### src/rtl/assert_macros.svh
// Assertion macros used by the top-level RTL file of the reverse delay block.
`ifndef ASSERT_MACROS_SVH
`define ASSERT_MACROS_SVH

// Same-cycle implication, checked only while out of reset.
`define ASSERT_IMPL(label, clk, rst_n, ante, cons) \
	label: assert property (@(posedge clk) disable iff (!rst_n) (ante) |-> (cons)) \
		else $error("Same-cycle implication check failed.");

// Next-cycle implication, checked only while out of reset.
`define ASSERT_NEXT(label, clk, rst_n, ante, cons) \
	label: assert property (@(posedge clk) disable iff (!rst_n) (ante) |=> (cons)) \
		else $error("Next-cycle implication check failed.");

`endif

### src/rtl/pprd_pkg.sv
`timescale 1ns / 1ps

package pprd_pkg;

	localparam int MAX_CHUNK = 65536;
	localparam int CHANNELS = 2;

	localparam int SAMPLE_W = 24;
	localparam int FRAC_W = 16;
	localparam int GAIN_W = FRAC_W + 1;
	localparam int CF_W = 16;
	localparam int FBG_W = 16;
	localparam int CHUNK_W = 17;
	localparam int APB_ADDR_W = 4;
	localparam int APB_DATA_W = 32;

	localparam int POS_W = $clog2(MAX_CHUNK);
	localparam int LEN_W = $clog2(MAX_CHUNK + 1);
	localparam int ADDR_W = POS_W + 1;
	localparam int LANE_DEPTH = 1 << ADDR_W;

	localparam logic [GAIN_W-1:0] UNITY_GAIN = GAIN_W'(1) << FRAC_W;

	typedef logic signed [SAMPLE_W-1:0] sample_t;
	typedef logic [ADDR_W-1:0] addr_t;
	typedef logic [GAIN_W-1:0] gain_t;

	typedef struct packed {
		logic  rd_en;
		addr_t rd_addr;
		logic  wr_en;
		addr_t wr_addr;
		logic  wr_zero;
		logic  mul_en;
	} lane_ctl_t;

	typedef enum logic [1:0] {
		REG_CHUNK_LENGTH     = 2'd0,
		REG_CROSSFADE_LENGTH = 2'd1,
		REG_FEEDBACK_GAIN    = 2'd2
	} reg_idx_t;

	typedef enum logic [4:0] {
		S_CLEAR = 5'b00001,
		S_IDLE  = 5'b00010,
		S_DIV   = 5'b00100,
		S_MUL   = 5'b01000,
		S_WRITE = 5'b10000
	} state_t;

endpackage

### src/rtl/pprd_out_if.sv
`timescale 1ns / 1ps

interface pprd_out_if;
	logic valid;
	logic ready;
	pprd_pkg::sample_t out_left;
	pprd_pkg::sample_t out_right;

	modport source (output valid, output out_left, output out_right, input ready);
	modport sink (input valid, input out_left, input out_right, output ready);
endinterface

### src/rtl/pprd_merge.sv
`timescale 1ns / 1ps

module pprd_merge (
	input  logic                  clk,
	input  logic                  arst_n,
	input  logic                  load,
	input  pprd_pkg::sample_t     lane_y [pprd_pkg::CHANNELS],
	output logic                  free,
	pprd_out_if.source            result
);

	logic valid_q;

	assign free = !valid_q || result.ready;
	assign result.valid = valid_q;

	always_ff @(posedge clk or negedge arst_n) begin
		if (!arst_n) begin
			valid_q <= 1'b0;
		end else if (load) begin
			valid_q <= 1'b1;
		end else if (result.ready) begin
			valid_q <= 1'b0;
		end
	end

	always_ff @(posedge clk) begin
		if (load) begin
			result.out_left <= lane_y[0];
			result.out_right <= (pprd_pkg::CHANNELS > 1) ? lane_y[pprd_pkg::CHANNELS-1] : '0;
		end
	end

endmodule
### src/flat_wrapper.sv
// flat-port wrapper written by rule: the top's interface ports become plain ports
module pprd_merge_flat 
  (clk, arst_n, load, lane_y, free, result_valid, result_out_left, result_out_right, result_ready);
  pprd_out_if result_i ();
  input  logic clk;
  input  logic arst_n;
  input  logic load;
  input  pprd_pkg::sample_t lane_y[pprd_pkg::CHANNELS];
  output logic free;
  output wire logic [$bits(result_i.valid)-1:0] result_valid;
  output wire logic [$bits(result_i.out_left)-1:0] result_out_left;
  output wire logic [$bits(result_i.out_right)-1:0] result_out_right;
  input wire logic [$bits(result_i.ready)-1:0] result_ready;
  assign result_valid = result_i.valid;
  assign result_out_left = result_i.out_left;
  assign result_out_right = result_i.out_right;
  assign result_i.ready = result_ready;
  pprd_merge u_core (.clk(clk), .arst_n(arst_n), .load(load), .lane_y(lane_y), .free(free), .result(result_i));
endmodule
### config.mk
export PLATFORM = sky130hd
export DESIGN_NAME = pprd_merge_flat
export DESIGN_NICKNAME = d
export VERILOG_FILES = /design/src/rtl/assert_macros.svh /design/src/rtl/pprd_pkg.sv /design/src/rtl/pprd_out_if.sv /design/src/rtl/pprd_merge.sv /design/src/flat_wrapper.sv
export SDC_FILE = /design/constraint.sdc
export NUM_CORES = 1
export LEC_CHECK = 0
export BUFFER_PORTS_ARGS = -buffer_cell sky130_fd_sc_hd__buf_2
export CAP_MARGIN = 20
export CORE_AREA = 2 2 68 70
export DETAILED_ROUTE_END_ITERATION = 7
export DIE_AREA = 0 0 70 72
export PLACE_DENSITY = 0.81
export SLEW_MARGIN = 5
export SYNTH_ARGS = -nofsm -noshare
export SYNTH_HDL_FRONTEND = slang
export SYNTH_SLANG_ARGS = --single-unit
export TNS_END_PERCENT = 100
### constraint.sdc
create_clock -name clk -period 0.8 [get_ports clk]
set_input_delay 0.12 -clock clk [delete_from_list [all_inputs] [get_ports clk]]
set_output_delay 0.12 -clock clk [all_outputs]
set_load 0.005 [all_outputs]
==> metrics.yaml <==
path_max_fanout: 2
postRouteAntennaNets: 0
cap_violations: 0
vias_per_cell: 4.09
min_period_ns: 0.979
drc_errors: 0
p_int_mw: 4.34
wl_per_cell_um: 13.2
ff2ff_setup_slack_ns: -0.02
r2r-end: "u_core.result.valid"
die_area_sq_mm: 0.00504
synth_fa_ha_area_share_pct: 0
grt-ovfl-total: 0
antenna_found_initial: 1
crit_type: "flip-flop to primary output"
p_sw_share_pct: 18.6
finalCritPeriodShare_pct: 122
fin_util_pct: 63.0
synth_compound_area_share_pct: 0
setup-violations-final: 51
syn-num-nets: 103
dr_total_vias: 1068
worst_pin_slew_ns: 0.142
timing.fmax_ghz: 1.02
netlist_instances: 51
status: "finished, violations left"
synthMuxAreaShare_pct: 0
finClkSkew_ns: 0
powerDensity_mw_per_mm2: 1980
end_kind: "primary output"
fillerInstances: 316
io_pins: 102
dieWidth_um: 70
holdCritPathClass: "input port to flip-flop"
layout_setup_ws_ns: -0.179
grt_pass1_vias: 1142
finalPower_mw: 5.33
final_nets: 261
power_leakage_nw: 1.17
comb_power_share_pct: 11.5
tritoncts: "yes"
syn_area_per_cell_sq_um: 29.2
cts_buffer_depth: 2
core-area_sq_mm: 0.00426
ys_types: 4
yosys_warnings: 0
cts-root-buf: "clkbuf_8"
die_h_um: 72
slew_headroom_pct: 90.5
drive_above_1_share_pct: 54.5
drt_iter0_drc: 74
clk_transition_reported_paths_ns: 0.08
h-tree-depth: 2
rr_worst_depth: 4
yosysSeqAreaShare_pct: 98.5
synth_xor_area_share_pct: 0
gp_congestion: 0.653
start_util_pct: 34.9
clkSinkCount: 49
hold_viol_final: 0
dr.pass1.iters: 4
port_buffers: 101
cp.required_ns: 0.68
clockPowerShare_pct: 30.6
rsz0062_at_grt: "yes"
start_kind: "flip-flop"
pwr-share-seq_pct: 57.9
reg2reg_from: "u_core.result.valid"
synthSimpleGateAreaFrac_pct: 1.51
grt_pass1_wl_um: 5200
row_count: 24
area.growth.synth_to_final_pct: 80.3
routed_wl_um: 3440
holdPathEnd: "u_core.result.out_left[7]"
violations: "setup timing"
p_sw_uw: 989
gr-usage-all-layers_pct: 13.8
synth_top_family_by_area: "simple AND/OR/NAND/NOR gates"
grt_max_degree: 28
hold_start: "lane_y[31]"
ys_ff_latch: 49
numCtsBuffers: 5
worstHoldPathCells: 1
n_antenna_cell: 0
drv_slew: 0
syn_area_sq_mm: 0.00149
clk-insertion-delay-late_ns: 0.28
arrival_ns: 0.86
ir_drop_v: 0.00124
## cells in the final DEF, fill, tap and decap left out, drive strengths merged
master,synthesis,routed
buf,0,105
nand2b,2,2
bufinv,0,1
clkbuf,0,5
dfrtp,1,1
dlygate4sd3,0,46
edfxtp,48,48
clkinv,0,1
## power groups by stage
stage	logic, mW	registers [mW]	clock network (mW)
after global routing	0.664	3.11	1.79
after floorplan	0.0103	3.18	0
after global placement	0.416	3.14	0
final	0.613	3.09	1.63
after CTS	0.603	3.09	1.70
after detailed placement	0.426	3.15	0
## kinds of logic (layout without fill, tap and decap cells)
logic type	Yosys count	after routing
buf+inv	0	158
flops	49	49
simple gates	2	2
## state kept, by name (all words and copies together), names as in the netlist
name / count
u_core.result.valid: 1
u_core.result.out_right: 24
u_core.result.out_left: 24
## routing by layer
| metal | global-route usage [%] | wire [um] | vias to the layer above |
|---|---|---|---|
| met3 | 5.56 | 343 | 6 |
| met1 | 14.8 | 1250 | 485 |
| met2 | 24.1 | 1790 | 59 |
| li1 | - | - | 516 |
| met4 | 6.62 | 40 | 2 |
| met5 | 0 | 11 | - |
## critical path: stages, from the launching register on
cell      delay (ns)
dfrtp_1         0.41
nand2b_4        0.08
buf_6           0.09
## per-stage QoR
stage | setup slack, ns | cells | setup TNS [ns] | hold slack (ns) | area, sq um
after floorplan | 0.153 | 51 | 0 | -0.176 | 1490
after global placement | 0.0456 | 206 | 0 | -0.105 | 2100
after detailed placement | 0.0332 | 206 | 0 | -0.102 | 2100
after CTS | -0.202 | 259 | -6.32 | 0.000250 | 2670
after global routing | -0.228 | 261 | -7.53 | 0.00170 | 2690
final | -0.179 | 261 | -5.31 | 0.0112 | 2690
## what timing repair did
| item | 4_1_cts | 5_1_grt |
|---|---|---|
| endpoints found under the setup margin | 50 | 50 |
| gates resized for setup | 1 | 0 |
| hold buffers | 45 | 1 |
| buffers inserted | 1 | 1 |
| hold endpoints to repair | 45 | 1 |
## final cells by class
class	count	area, sq um	area share, %
Sequential cell	49	1470	54.6
Timing Repair Buffer	151	1030	38.3
Clock buffer	5	68.8	2.56
Tap cell	52	65.1	2.42
Clock inverter	2	35.0	1.30
Multi-Input combinational cell	2	22.5	0.839
## worst max-delay path by stage
stage	slack [ns]	endpoint	cells after the start	startpoint
finish	-0.18	free	2	u_core.result.valid
global route	-0.23	free	2	u_core.result.valid
CTS	-0.20	free	2	u_core.result.valid
detailed placement	0.03	u_core.result.out_left[23]	2	load
global placement	0.05	u_core.result.out_left[13]	2	load
floorplan	0.15	u_core.result.valid	2	u_core.result.valid
## cells in the mapped netlist
library cell  count  area (sq um)
dfrtp_1           1          25.0
edfxtp_1         48          1440
nand2b_2          1          8.76
nand2b_4          1          13.8
Power figures use the tool's default switching activity.
