==> src/rtl/assert_macros.svh <==
// Assertion macros used by the top-level RTL file of the reverse delay block.
`ifndef ASSERT_MACROS_SVH
`define ASSERT_MACROS_SVH

// Same-cycle implication, checked only while out of reset.
`define ASSERT_IMPL(label, clk, rst_n, ante, cons) \
	label: assert property (@(posedge clk) disable iff (!rst_n) (ante) |-> (cons)) \
		else $error("Same-cycle implication check failed.");

// Next-cycle implication, checked only while out of reset.
`define ASSERT_NEXT(label, clk, rst_n, ante, cons) \
	label: assert property (@(posedge clk) disable iff (!rst_n) (ante) |=> (cons)) \
		else $error("Next-cycle implication check failed.");

`endif

==> src/rtl/pprd_pkg.sv <==
`timescale 1ns / 1ps

package pprd_pkg;

	localparam int MAX_CHUNK = 65536;
	localparam int CHANNELS = 2;

	localparam int SAMPLE_W = 24;
	localparam int FRAC_W = 16;
	localparam int GAIN_W = FRAC_W + 1;
	localparam int CF_W = 16;
	localparam int FBG_W = 16;
	localparam int CHUNK_W = 17;
	localparam int APB_ADDR_W = 4;
	localparam int APB_DATA_W = 32;

	localparam int POS_W = $clog2(MAX_CHUNK);
	localparam int LEN_W = $clog2(MAX_CHUNK + 1);
	localparam int ADDR_W = POS_W + 1;
	localparam int LANE_DEPTH = 1 << ADDR_W;

	localparam logic [GAIN_W-1:0] UNITY_GAIN = GAIN_W'(1) << FRAC_W;

	typedef logic signed [SAMPLE_W-1:0] sample_t;
	typedef logic [ADDR_W-1:0] addr_t;
	typedef logic [GAIN_W-1:0] gain_t;

	typedef struct packed {
		logic  rd_en;
		addr_t rd_addr;
		logic  wr_en;
		addr_t wr_addr;
		logic  wr_zero;
		logic  mul_en;
	} lane_ctl_t;

	typedef enum logic [1:0] {
		REG_CHUNK_LENGTH     = 2'd0,
		REG_CROSSFADE_LENGTH = 2'd1,
		REG_FEEDBACK_GAIN    = 2'd2
	} reg_idx_t;

	typedef enum logic [4:0] {
		S_CLEAR = 5'b00001,
		S_IDLE  = 5'b00010,
		S_DIV   = 5'b00100,
		S_MUL   = 5'b01000,
		S_WRITE = 5'b10000
	} state_t;

endpackage

==> src/rtl/pprd_gain_div.sv <==
`timescale 1ns / 1ps

module pprd_gain_div (
	input  logic                          clk,
	input  logic                          arst_n,
	input  logic                          start,
	input  logic [pprd_pkg::CF_W-1:0]     numer,
	input  logic [pprd_pkg::CF_W-1:0]     denom,
	output logic                          busy,
	output logic [pprd_pkg::FRAC_W-1:0]   quot
);

	localparam int CNT_W = $clog2(pprd_pkg::FRAC_W + 1);

	logic [CNT_W-1:0]              count_q;
	logic [pprd_pkg::CF_W-1:0]     rem_q;
	logic [pprd_pkg::CF_W-1:0]     denom_q;
	logic [pprd_pkg::FRAC_W-1:0]   quot_q;
	logic [pprd_pkg::CF_W:0]       trial;
	logic [pprd_pkg::CF_W:0]       diff;
	logic                          fits;

	// The numerator is always below the denominator, so the remainder fits its width.
	assign trial = {rem_q, 1'b0};
	assign fits = trial >= {1'b0, denom_q};
	assign diff = trial - {1'b0, denom_q};
	assign busy = count_q != '0;
	assign quot = quot_q;

	always_ff @(posedge clk or negedge arst_n) begin
		if (!arst_n) begin
			count_q <= '0;
		end else if (start) begin
			count_q <= CNT_W'(pprd_pkg::FRAC_W);
		end else if (busy) begin
			count_q <= count_q - CNT_W'(1);
		end
	end

	always_ff @(posedge clk) begin
		if (start) begin
			rem_q <= numer;
			denom_q <= denom;
			quot_q <= '0;
		end else if (busy) begin
			rem_q <= fits ? diff[pprd_pkg::CF_W-1:0] : trial[pprd_pkg::CF_W-1:0];
			quot_q <= {quot_q[pprd_pkg::FRAC_W-2:0], fits};
		end
	end

endmodule

==> config.mk <==
export PLATFORM = sky130hd
export DESIGN_NAME = pprd_gain_div
export DESIGN_NICKNAME = d
export VERILOG_FILES = /design/src/rtl/assert_macros.svh /design/src/rtl/pprd_pkg.sv /design/src/rtl/pprd_gain_div.sv
export SDC_FILE = /design/constraint.sdc
export NUM_CORES = 1
export LEC_CHECK = 0
export ABC_AREA = 1
export BUFFER_PORTS_ARGS = -buffer_cell sky130_fd_sc_hd__buf_2
export CORE_ASPECT_RATIO = 1.1
export CORE_MARGIN = 2
export CORE_UTILIZATION = 60
export CTS_BUF_LIST = sky130_fd_sc_hd__clkbuf_8
export DETAILED_ROUTE_END_ITERATION = 12
export GPL_ROUTABILITY_DRIVEN = 0
export PLACE_DENSITY = 0.82
export SYNTH_ARGS = -nofsm -noshare
export SYNTH_HDL_FRONTEND = slang
export SYNTH_SLANG_ARGS = --single-unit
==> constraint.sdc <==
create_clock -name clk -period 4.5 [get_ports clk]
set_clock_uncertainty 0.2 [all_clocks]
set_input_delay 0.45 -clock clk [delete_from_list [all_inputs] [get_ports clk]]
set_output_delay 0.45 -clock clk [all_outputs]
set_load 0.02 [all_outputs]
==> impl_metrics.tcl <==
set metrics [dict create \
    cts_setup_buffers 0 \
    grt-ovfl-total 0 \
    holdBufCountCts 1 \
    port_buffers 51 \
    io_pins 52 \
    reg2reg_setup_slack_ns 1.99 \
    arrival_ns 2.49 \
    synth_area_leaders "edfxtp_1 (29%), nand2_1 (14%), dfxtp_1 (9.6%), inv_1 (9.1%), ha_1 (6.7%)" \
    endpoint_kind "flop" \
    ant_nets 0 \
    status "completed" \
    clk_transition_reported_paths_ns 0.10 \
    routed-via-count 2917 \
    yosys_register_bits 53 \
    nets 535 \
    layout_setup_ws_ns 1.99 \
    powerDensity_nw_per_um2 618 \
    multi_input_area_um2 1550 \
    drtIter0Drc 184 \
    setup_tns_ns 0 \
    period_share 0.557 \
    top_layer "met4" \
    hold_start "denom[0]" \
    timing.rr.end "rem_q[6]" \
    dr_wl_met2_mm 3.72 \
    path_max_fanout 17 \
    htree_levels 2 \
    num_antenna_cells 0 \
    dieArea_um2 6180 \
    numCtsBuffers 5 \
    drc 0 \
    first_pass_iters 4 \
    yosysWarnings 0 \
    cts_resized 0 \
    initial_core_util 0.619 \
    dieWidth_um 75.1 \
    place_hpwl_mm 5.13 \
    wire_per_inst_um 12.8 \
    wirelength_mm 7.12 \
    reg2reg_from "rem_q[13]" \
    min_to "denom_q[0]" \
    synth-seq-area-share 0.421 \
    syn-cell-area_um2 3340 \
    slew_headroom 0.527 \
    cts_tree "yes" \
    place_ws_ns 1.87 \
    whs_path_depth 1 \
    met3_length_um 342 \
    setup_viol 0 \
    coreArea_um2 5400 \
    fmax_mhz 399 \
    drive_above_1_share 0.185 \
    worstSetupPathType "flop to flop" \
    core.rowCount 28 \
    clock-sinks 53 \
    maxCapViolCount 0 \
    slew_violations 0 \
    wl_met1_mm 2.96 \
    period_needed_ns 2.51 \
    cts_buffer_depth 2 \
    area_delta_synth_final_pct 12.2 \
    grt_antenna_before_repair 0 \
    fillCellCount 486 \
    ff_latch_area_um2 1410 \
    grt_usage 0.244 \
    grt_max_degree 37 \
    rsz0062_at_grt "false" \
    finalPower_mw 2.32 \
    die-height_um 82.3 \
    reg2reg_depth 10 \
    p_leak_nw 1.94 \
    synth_top_cell_area_share 0.288 \
    finalHoldViolations 0 \
    netlist_instances 431 \
    worstMarginPinSlew_ns 0.710 \
    startpoint_type "flop" \
    grt_pass1_wl_mm 11.7 \
    cts_root_buf "clkbuf_8" \
    ir_worst_vdd_mv 0.372 \
    grt_pass1_vias 2796 \
    holdCritPathClass "primary input to flop" \
    ys_types 35 \
    yosysTopAreaCell "edfxtp_1" \
    vias_per_cell 5.24 \
    crit_required_ns 4.48 \
    clkLatencyLatePin_ns 0.31 \
    final_util 0.695 \
    avgSynthCellArea_um2 7.75 \
    synth_nets 485 \
]
==> placed cells by master (no fill, tap or decap), types with 2 or more instances in the layout <==
cell and count:
ha_1 18, nand4_1 6, xnor2_1 4, dfxtp_1 16
o22ai_1 15, nor3_1 2, nand3_1 38, inv_1 81
o21ai_0 2, nor2_2 5, nand3_2 3, buf_2 51
xor2_1 3, edfxtp_1 32, inv_2 4, nand3b_1 12
nand2_4 2, nand2_1 128, a21oi_1 8, nor2_4 2
clkbuf_8 5, dfrtp_1 5, nor2_1 14, nand2_2 13
==> cells by family (layout without fill, tap and decap cells) <==
| logic type | after synthesis | after routing | synth area share |
|---|---|---|---|
| flip-flops | 53 | 53 | 0.421 |
| AO/OA/AOI/OAI | 30 | 30 | 0.0536 |
| AND/OR/NAND/NOR | 228 | 228 | 0.319 |
| adder cells (fa/ha/maj) | 19 | 19 | 0.0734 |
| XOR/XNOR | 7 | 7 | 0.0184 |
| buffers and inverters | 94 | 145 | 0.114 |
==> state kept, by name, summed over array words and instances (netlist names) <==
| signal | cells |
|---|---|
| denom_q | 16 |
| quot | 16 |
| rem_q | 16 |
| count_q | 5 |
==> power by group <==
| part | switching (mW) | total [mW] | internal [mW] |
|---|---|---|---|
| Sequential | 0.0638 | 0.723 | 0.659 |
| Combinational | 0.804 | 1.26 | 0.461 |
| Clock | 0.162 | 0.329 | 0.167 |
==> per-stage QoR <==
step,std cells,hold slack (ns),cell area [um^2]
after floorplan,431,-0.0456,3340
final,557,0.110,3750
after CTS,557,0.0954,3750
after global routing,557,0.0918,3750
after detailed placement,548,0.0706,3630
after global placement,548,0.0690,3630
==> cell usage after synthesis (all sizes together) <==
library cell,count
xor2,3
o22ai,15
o31ai,1
fa,1
ha,18
xnor2,4
a311oi,1
buf,7
a21oi,8
edfxtp,32
nor3,2
a31oi,1
inv,85
dfxtp,16
and2,1
dfrtp,5
nand3,41
nor2,21
nand3b,12
o21ai,3
o21bai,1
or2,2
clkbuf,2
nand4,6
nand2,143
==> final cells by class <==
class	count	area share
Clock buffer	5	0.0184
Clock inverter	3	0.0117
Inverter	85	0.0851
Multi-Input combinational cell	284	0.414
Sequential cell	53	0.375
Tap cell	75	0.0250
Timing Repair Buffer	52	0.0707
==> worst max-delay path: stages (launching register included) <==
cell and delay (ns):
edfxtp_1 0.41, ha_1 0.39, nand2_1 0.10, nand2_1 0.09, a21oi_1 0.15, nand2_1 0.11, nor2_4 0.37, nand2_4 0.26
nand2_2 0.12, nand3_1 0.10, nand2_1 0.09
==> per-layer routing <==
layer / vias to the layer above / track usage
li1: 1470 / -
met1: 1350 / 0.279
met2: 85 / 0.448
met3: 12 / 0.0449
met4: 0 / 0.0877
met5: - / 0
==> worst max path at each step <==
stage                         start          to  slack, ns  cells after the start
after floorplan            rem_q[0]    rem_q[2]       2.41                     11
after global placement        start  count_q[1]       1.96                      4
after detailed placement      start    quot[13]       1.87                      4
after CTS                 rem_q[13]   rem_q[12]       2.02                     10
after global routing      rem_q[10]    rem_q[0]       1.84                     11
final                     rem_q[13]    rem_q[6]       1.99                     10
(Power assumes the default switching activity.)
